--- src/hdl/cre_pkg.sv ---
// ----------------------------------------------------------------------------
// cre_pkg
// Shared types, character codes and class lookup for the character range
// expander.
// ----------------------------------------------------------------------------
package cre_pkg;

    // Character codes
    localparam logic [7:0] CHR_UPPER_A = 8'h41;
    localparam logic [7:0] CHR_UPPER_Z = 8'h5A;
    localparam logic [7:0] CHR_LOWER_A = 8'h61;
    localparam logic [7:0] CHR_LOWER_Z = 8'h7A;
    localparam logic [7:0] CHR_DIGIT_0 = 8'h30;
    localparam logic [7:0] CHR_DIGIT_9 = 8'h39;
    localparam logic [7:0] CHR_HYPHEN  = 8'h2D;

    // Character classes
    typedef enum logic [1:0] {
        CLS_NONE  = 2'd0,
        CLS_UPPER = 2'd1,
        CLS_LOWER = 2'd2,
        CLS_DIGIT = 2'd3
    } char_class_t;

    // Input beat
    typedef struct packed {
        logic [7:0] char_in;
        logic       is_final;
    } in_item_t;

    // Result beat
    typedef struct packed {
        logic [7:0] char_out;
        logic       has_char;
        logic       run_last;
        logic       text_end;
    } out_item_t;

    // Controller to datapath
    typedef struct packed {
        logic load;
        logic emit;
    } cre_cmd_t;

    // Datapath to controller
    typedef struct packed {
        logic work_left;
        logic slot_free;
    } cre_status_t;

    function automatic char_class_t char_class(input logic [7:0] c);
        char_class_t cls;
        cls = CLS_NONE;
        if (c >= CHR_UPPER_A && c <= CHR_UPPER_Z) begin
            cls = CLS_UPPER;
        end else if (c >= CHR_LOWER_A && c <= CHR_LOWER_Z) begin
            cls = CLS_LOWER;
        end else if (c >= CHR_DIGIT_0 && c <= CHR_DIGIT_9) begin
            cls = CLS_DIGIT;
        end
        return cls;
    endfunction

endpackage

--- src/hdl/cre_ctrl.sv ---
// ----------------------------------------------------------------------------
// cre_ctrl
// Controller: takes one input beat at a time, then steps the datapath
// through its results until no work is left.
// ----------------------------------------------------------------------------
module cre_ctrl (
    input  logic                 aclk,
    input  logic                 aresetn,
    input  logic                 s_valid,
    output logic                 s_ready,
    input  cre_pkg::cre_status_t status,
    output cre_pkg::cre_cmd_t    cmd
);

    typedef enum logic {
        ST_IDLE,
        ST_RUN
    } state_t;

    state_t state_reg;
    logic   ready_reg;

    // Decode commands
    always_comb begin
        cmd.load = ready_reg && s_valid;
        cmd.emit = (state_reg == ST_RUN) && status.work_left && status.slot_free;
    end

    assign s_ready = ready_reg;

    // Hold state and ready
    always_ff @(posedge aclk) begin
        if (!aresetn) begin
            state_reg <= ST_IDLE;
            ready_reg <= 1'b1;
        end else begin
            case (state_reg)
                ST_IDLE: begin
                    if (s_valid) begin
                        state_reg <= ST_RUN;
                        ready_reg <= 1'b0;
                    end
                end
                ST_RUN: begin
                    if (!status.work_left) begin
                        state_reg <= ST_IDLE;
                        ready_reg <= 1'b1;
                    end
                end
                default: begin
                    state_reg <= ST_IDLE;
                    ready_reg <= 1'b1;
                end
            endcase
        end
    end

`ifndef SYNTHESIS
    a_ready_matches_idle: assert property (@(posedge aclk) disable iff (!aresetn)
        ready_reg == (state_reg == ST_IDLE))
        else $error("ready out of step with controller state");
`endif

endmodule

--- src/hdl/cre_datapath.sv ---
// ----------------------------------------------------------------------------
// cre_datapath
// Datapath: text state, per-item work plan, range counter and output
// register.
// ----------------------------------------------------------------------------
module cre_datapath (
    input  logic                 aclk,
    input  logic                 aresetn,
    input  cre_pkg::in_item_t    s_data,
    input  cre_pkg::cre_cmd_t    cmd,
    output cre_pkg::cre_status_t status,
    output logic                 m_valid,
    input  logic                 m_ready,
    output cre_pkg::out_item_t   m_data
);

    // Text state
    logic [7:0] prev_reg, prev_next;
    logic       pending_reg, pending_next;

    // Work plan for the current item
    logic [7:0] cur_reg, cur_next;
    logic [7:0] end_reg, end_next;
    logic       range_reg, range_next;
    logic [1:0] hyp_reg, hyp_next;
    logic       char_en_reg, char_en_next;
    logic       mark_reg, mark_next;
    logic [7:0] char_reg, char_next;
    logic       final_reg, final_next;

    // Output register
    logic                m_valid_reg, m_valid_next;
    cre_pkg::out_item_t  m_data_reg, m_data_next;

    // Load-time decode
    logic                 is_hyp;
    cre_pkg::char_class_t cls_prev, cls_c;
    logic                 range_ok, range_fill;
    logic [1:0]           hyp_load;
    logic                 char_load;

    always_comb begin
        is_hyp     = (s_data.char_in == cre_pkg::CHR_HYPHEN);
        cls_prev   = cre_pkg::char_class(prev_reg);
        cls_c      = cre_pkg::char_class(s_data.char_in);
        range_ok   = pending_reg && !is_hyp && (cls_prev != cre_pkg::CLS_NONE) &&
                     (cls_prev == cls_c) && (prev_reg < s_data.char_in);
        range_fill = range_ok && (s_data.char_in != prev_reg + 8'd1);
        hyp_load   = {1'b0, pending_reg && !range_ok} + {1'b0, is_hyp && s_data.is_final};
        char_load  = !is_hyp && (cls_c != cre_pkg::CLS_NONE);
    end

    assign status.work_left = range_reg || (hyp_reg != 2'd0) || char_en_reg || mark_reg;
    assign status.slot_free = !m_valid_reg || m_ready;

    // Plan, advance and emit
    always_comb begin
        prev_next    = prev_reg;
        pending_next = pending_reg;
        cur_next     = cur_reg;
        end_next     = end_reg;
        range_next   = range_reg;
        hyp_next     = hyp_reg;
        char_en_next = char_en_reg;
        mark_next    = mark_reg;
        char_next    = char_reg;
        final_next   = final_reg;
        m_valid_next = m_valid_reg;
        m_data_next  = m_data_reg;

        if (m_valid_reg && m_ready) begin
            m_valid_next = 1'b0;
        end

        if (cmd.load) begin
            cur_next     = prev_reg + 8'd1;
            end_next     = s_data.char_in;
            range_next   = range_fill;
            hyp_next     = hyp_load;
            char_en_next = char_load;
            mark_next    = s_data.is_final && !range_fill && (hyp_load == 2'd0) && !char_load;
            char_next    = s_data.char_in;
            final_next   = s_data.is_final;
            if (is_hyp) begin
                if (pending_reg) begin
                    prev_next = s_data.char_in;
                end
                pending_next = 1'b1;
            end else begin
                prev_next    = s_data.char_in;
                pending_next = 1'b0;
            end
            if (s_data.is_final) begin
                prev_next    = 8'd0;
                pending_next = 1'b0;
            end
        end else if (cmd.emit) begin
            m_valid_next         = 1'b1;
            m_data_next.has_char = 1'b1;
            m_data_next.text_end = final_reg;
            if (range_reg) begin
                m_data_next.char_out = cur_reg;
                cur_next             = cur_reg + 8'd1;
                range_next           = (cur_reg + 8'd1 != end_reg);
            end else if (hyp_reg != 2'd0) begin
                m_data_next.char_out = cre_pkg::CHR_HYPHEN;
                hyp_next             = hyp_reg - 2'd1;
            end else if (char_en_reg) begin
                m_data_next.char_out = char_reg;
                char_en_next         = 1'b0;
            end else begin
                m_data_next.char_out = 8'd0;
                m_data_next.has_char = 1'b0;
                mark_next            = 1'b0;
            end
            m_data_next.run_last = !range_next && (hyp_next == 2'd0) &&
                                   !char_en_next && !mark_next;
        end
    end

    // Control registers
    always_ff @(posedge aclk) begin
        if (!aresetn) begin
            prev_reg    <= 8'd0;
            pending_reg <= 1'b0;
            range_reg   <= 1'b0;
            hyp_reg     <= 2'd0;
            char_en_reg <= 1'b0;
            mark_reg    <= 1'b0;
            m_valid_reg <= 1'b0;
        end else begin
            prev_reg    <= prev_next;
            pending_reg <= pending_next;
            range_reg   <= range_next;
            hyp_reg     <= hyp_next;
            char_en_reg <= char_en_next;
            mark_reg    <= mark_next;
            m_valid_reg <= m_valid_next;
        end
    end

    // Payload registers
    always_ff @(posedge aclk) begin
        cur_reg    <= cur_next;
        end_reg    <= end_next;
        char_reg   <= char_next;
        final_reg  <= final_next;
        m_data_reg <= m_data_next;
    end

    assign m_valid = m_valid_reg;
    assign m_data  = m_data_reg;

`ifndef SYNTHESIS
    a_load_when_drained: assert property (@(posedge aclk) disable iff (!aresetn)
        cmd.load |-> !status.work_left)
        else $error("item loaded while earlier work remains");

    a_emit_has_work: assert property (@(posedge aclk) disable iff (!aresetn)
        cmd.emit |-> status.work_left && status.slot_free)
        else $error("emit without work or free output slot");

    a_marker_is_end: assert property (@(posedge aclk) disable iff (!aresetn)
        m_valid_reg && !m_data_reg.has_char |-> m_data_reg.run_last && m_data_reg.text_end)
        else $error("empty marker outside end of text");

    a_final_clears_state: assert property (@(posedge aclk) disable iff (!aresetn)
        cmd.load && s_data.is_final |=> prev_reg == 8'd0 && !pending_reg)
        else $error("text state not cleared after final beat");
`endif

endmodule

--- src/hdl/character_range_expander.sv ---
// ----------------------------------------------------------------------------
// character_range_expander
// Expands range shorthand (a-e, 2-5) in a byte stream; keeps letters,
// digits and hyphens that form no range, drops other bytes.
// ----------------------------------------------------------------------------
// Usage:
//   s_valid/s_ready/s_data carry one text byte per beat, with is_final on
//   the last byte of a text. m_valid/m_ready/m_data carry result beats:
//   run_last marks the last result of an input beat, text_end marks every
//   result of the final input beat, has_char 0 is an empty end marker.
//   An input beat yields 0 to 25 results. One beat is worked at a time:
//   accepting it loads the work plan, then the block emits one result per
//   cycle into its output register while the slot is free, returns to ready
//   when no work is left; under a slow receiver the last result can still
//   wait in the output register while the next item is accepted.
//   When m_ready is low the emit sequence holds on the waiting result.
//   After reset no hyphen is pending and there is no left neighbor; the
//   same holds after each final beat, so the next beat starts a new text.
// ----------------------------------------------------------------------------
module character_range_expander (
    input  logic               aclk,
    input  logic               aresetn,
    input  logic               s_valid,
    output logic               s_ready,
    input  cre_pkg::in_item_t  s_data,
    output logic               m_valid,
    input  logic               m_ready,
    output cre_pkg::out_item_t m_data
);

    cre_pkg::cre_cmd_t    cmd;
    cre_pkg::cre_status_t status;

    cre_ctrl u_ctrl (
        .aclk    (aclk),
        .aresetn (aresetn),
        .s_valid (s_valid),
        .s_ready (s_ready),
        .status  (status),
        .cmd     (cmd)
    );

    cre_datapath u_datapath (
        .aclk    (aclk),
        .aresetn (aresetn),
        .s_data  (s_data),
        .cmd     (cmd),
        .status  (status),
        .m_valid (m_valid),
        .m_ready (m_ready),
        .m_data  (m_data)
    );

endmodule

--- config.mk ---
export PLATFORM = sky130hd
export DESIGN_NAME = character_range_expander
export DESIGN_NICKNAME = d
export VERILOG_FILES = /design/src/hdl/cre_pkg.sv /design/src/hdl/cre_ctrl.sv /design/src/hdl/cre_datapath.sv /design/src/hdl/character_range_expander.sv
export SDC_FILE = /design/constraint.sdc
export NUM_CORES = 1
export LEC_CHECK = 0
export ABC_AREA = 1
export BUFFER_PORTS_ARGS = -buffer_cell sky130_fd_sc_hd__buf_2
export CORE_MARGIN = 2
export CORE_UTILIZATION = 45
export CTS_CLUSTER_DIAMETER = 40
export DETAILED_ROUTE_END_ITERATION = 8
export SYNTH_ARGS = -nofsm -noshare
export SYNTH_HDL_FRONTEND = slang
export SYNTH_SLANG_ARGS = --single-unit
--- constraint.sdc ---
create_clock -name aclk -period 2.1 [get_ports aclk]
set_input_delay 0.105 -clock aclk [delete_from_list [all_inputs] [get_ports aclk]]
set_output_delay 0.105 -clock aclk [all_outputs]
set_load 0.01 [all_outputs]
# ---- Yosys cells after proc, flatten, opt, wreduce, memory -nomap -nowiden
# Cells that the tools add are included.
dict set report totals {
  input_bits 13
  out_inout_bits 13
  word_cells 141
  register_bits 45
}
dict set report op_classes {
  eq_ne 7
  n_addsub 4
  bitwise_logic 2
  n_lt_le_gt_ge 13
  muxes 51
  n_reduce_logical 48
}
# cell n
set op_table {}
lappend op_table {{$mux W8} 9}
lappend op_table {{$ge A8 B7 Y1 const B} 4}
lappend op_table {{$le A8 B7 Y1 const B} 4}
lappend op_table {{$mux W1} 28}
lappend op_table {{$logic_and A1 B1 Y1} 24}
lappend op_table {{$mux W2} 12}
lappend op_table {{$add A8 B1 Y8 const B} 2}
lappend op_table {{$ge A8 B6 Y1 const B} 2}
lappend op_table {{$le A8 B6 Y1 const B} 2}
lappend op_table {{$ne A8 B8 Y1} 2}
lappend op_table {{$reduce_bool A2 Y1} 5}
lappend op_table {{$eq A8 B6 Y1 const B} 1}
lappend op_table {{$logic_not A1 Y1} 8}
lappend op_table {{$lt A8 B8 Y1} 1}
lappend op_table {{$reduce_and A2 Y1} 4}
lappend op_table {{$logic_not A2 Y1} 2}
lappend op_table {{$logic_or A1 B1 Y1} 4}
lappend op_table {{$ne A2 B2 Y1 const B} 2}
lappend op_table {{$pmux W1 S2} 2}
lappend op_table {{$ne A3 B2 Y1 const B} 1}
lappend op_table {{$add A1 B1 Y2} 1}
lappend op_table {{$eq A2 B2 Y1} 1}
lappend op_table {{$not A1 Y1} 2}
lappend op_table {{$reduce_or A2 Y1} 1}
lappend op_table {{$sub A2 B1 Y2 const B} 1}

# ---- Depth between registers and ports, before layout
dict set report logic_depth {
  word_depth 16
  mapped_depth 17
}

# ---- Cells and area by module
# Synthesis repeated with hierarchy kept, for this count alone.
dict set report unflattened {
  hier_cells 404
  area_unflattened_um2 3031.7
}
# mod area_per_inst_um2 instances seq_area_each_um2 cells_per_inst
set modules_own_cells {}
lappend modules_own_cells {cre_datapath 2934.1 1 1141.1 389}
lappend modules_own_cells {cre_ctrl 97.6 1 40.0 15}

# ---- Worst setup path after synthesis
# OpenSTA, ideal clock, no wires.
dict set report synth_path {
  path_type {register to register}
  startpoint {reg u_datapath.prev_reg[0]}
  endpoint {reg u_datapath.hyp_reg[0]}
  n_path_buf 0
  slack_ns 0.161
  arrival_time_ns 1.803
  stages_incl_launch_ff 16
  synth_period_minus_slack_ns 1.939
  required_ns 1.965
  path_cell_list {dfxtp_1 > inv_1 > ha_1 > o21ai_0 > nand2_1 > nand2_1 > nand2_1 > inv_1 > nand2_1 > nand3_1 > nor2_2 > nand2_1 > nand2_1 > ha_1 > a22oi_1 > a21oi_1}
}
dict set report synth_between {
  elab_chain_cells 13
  elab_cells_between_ends 22
  cone_classes {add/sub (1); order compare (7); eq/ne (1); mux (4); reduce/logical (9)}
}
# item line
set synth_rtl {}
lappend synth_rtl {{start: declaration} cre_datapath.sv:18} ;# logic [7:0] prev_reg, prev_next;
lappend synth_rtl {{start signal: assignment} cre_datapath.sv:132} ;# prev_reg <= prev_next;
lappend synth_rtl {{$ge A8 B6 Y1 or $le A8 B6 Y1 (tied branches)} cre_pkg.sv:58} ;# end else if (c >= CHR_DIGIT_0 && c <= CHR_DIGIT_9) begin
lappend synth_rtl {{$logic_and A1 B1 Y1} cre_pkg.sv:58}
lappend synth_rtl {{$mux W2} cre_pkg.sv:58}
lappend synth_rtl {{$mux W2} cre_pkg.sv:56} ;# end else if (c >= CHR_LOWER_A && c <= CHR_LOWER_Z) begin
lappend synth_rtl {{$mux W2} cre_pkg.sv:54} ;# if (c >= CHR_UPPER_A && c <= CHR_UPPER_Z) begin
lappend synth_rtl {{$reduce_bool A2 Y1} cre_datapath.sv:46} ;# range_ok = pending_reg && !is_hyp && (cls_prev != cre_pkg::CLS_NONE) &&
lappend synth_rtl {{$logic_and A1 B1 Y1 (2 in series)} cre_datapath.sv:46}
lappend synth_rtl {{$logic_and A1 B1 Y1 (*)} cre_datapath.sv:47} ;# (cls_prev == cls_c) && (prev_reg < s_data.char_in);
lappend synth_rtl {{$logic_not A1 Y1 (*)} cre_datapath.sv:49} ;# hyp_load = {1'b0, pending_reg && !range_ok} + {1'b0, is_hyp && s_data.is_final};
lappend synth_rtl {{$logic_and A1 B1 Y1 (*)} cre_datapath.sv:49}
lappend synth_rtl {{$add A1 B1 Y2 (*)} cre_datapath.sv:49}
lappend synth_rtl {{$mux W2 (*)} cre_datapath.sv:75} ;# if (cmd.load) begin
lappend synth_rtl {{end signal: assignment} cre_datapath.sv:135} ;# hyp_reg <= hyp_next;
lappend synth_rtl {{end: declaration} cre_datapath.sv:25} ;# logic [1:0] hyp_reg, hyp_next;
# Mark *: on every way between the ends. The rest lies on a longest branch, timed or not.
# A chain may end at the register's enable or synchronous reset.

# ---- Final worst setup path
dict set report layout_path {
  startpoint {reg u_datapath.prev_reg[1]}
  endpoint {reg u_datapath.hyp_reg[0]}
}
# The elaborated chain is that of the path after synthesis.

==> results.md <==
- Result of the run: complete, no violations
- Initial core utilization: 46.4%
- Final wirelength: 7250 um
- Die Y-Extent: 85.0 um
- Overall die area: 7220 um^2
- Cell area after layout: 3520 um^2
- Number of rows in the core area: 29
- Number of search-and-repair iterations in the first detailed-routing pass: 4
- Highest clock frequency the design can meet: 0.493 GHz
- Routed WL per cell: 13.6 um
- Category of the most critical setup path: flop to flop
- Syn nets: 430
- Overall power consumption: 2.39 mW
- Average instance area after synthesis: 7.34 um^2
- Number of nets with antenna violations after routing: 0
- Final clock period utilization by the worst path: 96.6%
- Power per standard cell area: 679 nW/um^2
- Number of antenna repair diodes: 0
- Detailed-route vias per instance: 5.06
- #FFs+latches synth: 45
- Largest net degree at the start of global routing: 23
- Fillers: 605
- Largest register FFs: 11
- Clock tree skew after final layout: 0.0101 ns
- Type of the most critical hold path: primary input to flop
- Worst setup EP type: flop
- Unrepaired setup endpoints after global routing: true
- Final Wtd Congestion: 0.908
- Seq/Total Area, Yosys: 40.1%
- Post-synthesis instance total: 402
- CTS Buffer Depth: 2
- H-tree level count: 2
- Number of buffers created by CTS: 5
- Area of placed instances: 3320 um^2
- I/O pin count: 26
- Count of warnings emitted by yosys: 0
- Minimum clock period after layout: 2.03 ns
- Antenna violations before repair: 0
- Layout-stage area growth over the synthesis result: 19.3%
- Violation count after the first detailed-route iteration: 115
- Cell area after synthesis: 2950 um^2
- Layout net count: 482
- DRC violation count after routing: 0
- Combinational family with the most area after synthesis: simple AND/OR/NAND/NOR gates
- Largest voltage drop on the vdd net: 390 uV
- Std-Cell Core Area: 6350 um^2
- CTS root buffer: sky130_fd_sc_hd__clkbuf_8
- Mux contribution to synthesized area: 0%
- Pre-CTS setup slack: -0.00544 ns
- Area share of and/or/nand/nor cells after synthesis: 28.3%
- GRT Util Overall: 20.9%
- Worst Path Max Fanout: 4
- CTS tree: yes
- Clock-pin slew reported for the worst setup and hold paths after clock tree synthesis: 0.09 ns
- GRT Residual Overflow: 0
- Category of the worst setup path launch point: flop
- Port Buffers: 25
- Yosys cell types: 36
- Max Cap Viol: 0
- Half-perimeter wire length after detailed placement: 5710 um
- Static leakage power: 1.68 nW
- Clk Latency, worst-skew pair: 0.30 ns
- Count of endpoints failing hold in the final timing report: 0
- Count of hold-fix buffers inserted at cts: 0
- Non-filler instance count after layout: 532
- Vias in the first global route: 2,474
- Slew @ Worst Pin: 0.435 ns
- Required time at the worst-slack endpoint: 2.27 ns
- Smallest setup slack after layout: 0.0721 ns
- Instance count after placement with tap cells included: 522
- DR vias: 2,692
- Slew Limit Fails: 0
- Worst rel slew slack: 70.9%
- Compound-cell area share of the yosys netlist: 14.0%
- Adder and majority gate portion of the synthesized area: 6.36%
- Global-route wire length before repair: 12,000 um
- Setup-failing EPs final: 0
- Endpoint arrival time on the critical path: 2.20 ns
- Synthesized-area fraction occupied by xor and xnor cells: 1.78%
- Layout cell share with drive strength beyond 1: 20.9%
- Number of sinks handled by clock tree synthesis: 45
- Die W: 85.0 um
-- cells in the mapped netlist --
cell type	number	area share (%)
sky130_fd_sc_hd__nand3b_1	1	0.25
sky130_fd_sc_hd__a22oi_1	1	0.25
sky130_fd_sc_hd__buf_6	1	0.38
sky130_fd_sc_hd__nor3_1	2	0.34
sky130_fd_sc_hd__inv_2	6	0.76
sky130_fd_sc_hd__o21ai_0	23	3.9
sky130_fd_sc_hd__a211oi_2	2	0.85
sky130_fd_sc_hd__nor2_1	34	4.3
sky130_fd_sc_hd__edfxtp_1	28	29
sky130_fd_sc_hd__clkinv_1	2	0.25
sky130_fd_sc_hd__a211o_1	1	0.30
sky130_fd_sc_hd__nand2_2	2	0.42
sky130_fd_sc_hd__ha_1	15	6.4
sky130_fd_sc_hd__clkbuf_1	4	0.51
sky130_fd_sc_hd__nor2_2	3	0.64
sky130_fd_sc_hd__dfxtp_1	17	12
sky130_fd_sc_hd__a21boi_0	1	0.25
sky130_fd_sc_hd__nand3_2	1	0.34
sky130_fd_sc_hd__a21oi_1	26	4.4
sky130_fd_sc_hd__a211oi_1	5	1.3
sky130_fd_sc_hd__nor3_2	1	0.34
sky130_fd_sc_hd__a32o_1	1	0.34
sky130_fd_sc_hd__o211ai_1	2	0.51
sky130_fd_sc_hd__o22ai_1	3	0.64
sky130_fd_sc_hd__o21ai_4	1	0.55
sky130_fd_sc_hd__nand3_1	38	6.4
sky130_fd_sc_hd__xor2_1	4	1.2
sky130_fd_sc_hd__inv_1	58	7.4
sky130_fd_sc_hd__nand4_1	3	0.64
sky130_fd_sc_hd__nor2_4	1	0.38
sky130_fd_sc_hd__xnor2_1	2	0.59
sky130_fd_sc_hd__o2111a_1	1	0.38
sky130_fd_sc_hd__nand3b_2	1	0.38
sky130_fd_sc_hd__buf_4	1	0.25
sky130_fd_sc_hd__nand2_1	108	14
sky130_fd_sc_hd__o21ai_1	2	0.34
-- stage by stage --
stage               util, %  hold slack (ns)  setup TNS (ns)
finish                 55.4           0.0203               0
global route           55.4           0.0160         -0.0961
CTS                    54.0           0.0144               0
detailed placement     52.2            0.326        -0.00544
global placement       52.2            0.338               0
floorplan                 -            0.204               0
-- area by class of cell --
cell class / instances / area [um^2] / area share, %
clock buffers: 6 / 72.6 / 2.06
multi-input cells: 285 / 1560 / 44.2
flip-flops and latches: 45 / 1190 / 33.7
inverters: 66 / 248 / 7.04
well taps: 77 / 96.3 / 2.74
clock inverters: 2 / 35.0 / 0.996
repair buffers: 51 / 324 / 9.21
-- metal layers --
metal | global-route usage, % | wire, um | vias up
li1 | - | - | 1425
met1 | 28.1 | 3410 | 1190
met2 | 35.4 | 3440 | 66
met3 | 2.92 | 275 | 11
met4 | 5.63 | 129 | 0
met5 | 0 | 0 | -
-- cells in the final DEF (no fill, tap or decap), drive strengths merged --
cell type  count
xor2           4
a22oi          1
clkbuf         6
o2111a         1
nor2          38
inv           64
xnor2          2
a21boi         1
buf           51
a211o          1
nand4          3
o211ai         2
nor3           3
nand3         39
o21ai         26
a21oi         26
bufinv         1
dfxtp         17
a32o           1
nand2        110
edfxtp        28
nand3b         2
o22ai          3
ha            15
a211oi         7
clkinv         3
-- critical path: stages (launching register included) --
cell and delay, ns:
sky130_fd_sc_hd__dfxtp_4 0.37, sky130_fd_sc_hd__inv_2 0.06, sky130_fd_sc_hd__ha_2 0.19, sky130_fd_sc_hd__nor2_2 0.12, sky130_fd_sc_hd__nand3_2 0.11, sky130_fd_sc_hd__nand3_2 0.10, sky130_fd_sc_hd__nand2_1 0.07, sky130_fd_sc_hd__nand3_1 0.08
sky130_fd_sc_hd__nand2_1 0.07, sky130_fd_sc_hd__nor2_2 0.12, sky130_fd_sc_hd__nand2_1 0.07, sky130_fd_sc_hd__nand2_2 0.09, sky130_fd_sc_hd__ha_4 0.21, sky130_fd_sc_hd__a22oi_2 0.17, sky130_fd_sc_hd__a21oi_1 0.08
-- path summary, 6_finish.rpt --
check | from | end | slack, ns | depth (start not counted)
max reg2reg | u_datapath.prev_reg[1] | u_datapath.hyp_reg[0] | 0.07 | 14
max | u_datapath.prev_reg[1] | u_datapath.hyp_reg[0] | 0.07 | 14
min | s_data[0] | u_datapath.final_reg | 0.02 | 1
min reg2reg | u_datapath.final_reg | u_datapath.m_data[0] | 0.43 | 0
-- what timing repair did --
item                                    4_1_cts  5_1_grt
pin swaps                                     0       13
buffers inserted                              0        2
endpoints found under the setup margin        1        4
gates resized for setup                       1       23
gates cloned                                  0        0
hold endpoints to repair                      0        0
-- logic make-up (layout without fill, tap and decap cells) --
logic type                 Yosys count  in the layout
AOI/OAI and AO/OA                   69             69
xor gates and xnor gates             6              6
adders and majority gates           15             15
buffers and inverters               72            125
DFF                                 45             45
and+or+nand+nor                    195            195
-- power by group --
part	internal (mW)	switching (mW)
registers	1.04	0.0624
logic	0.240	0.388
clock network	0.354	0.305
Power figures use the tool's default switching activity.
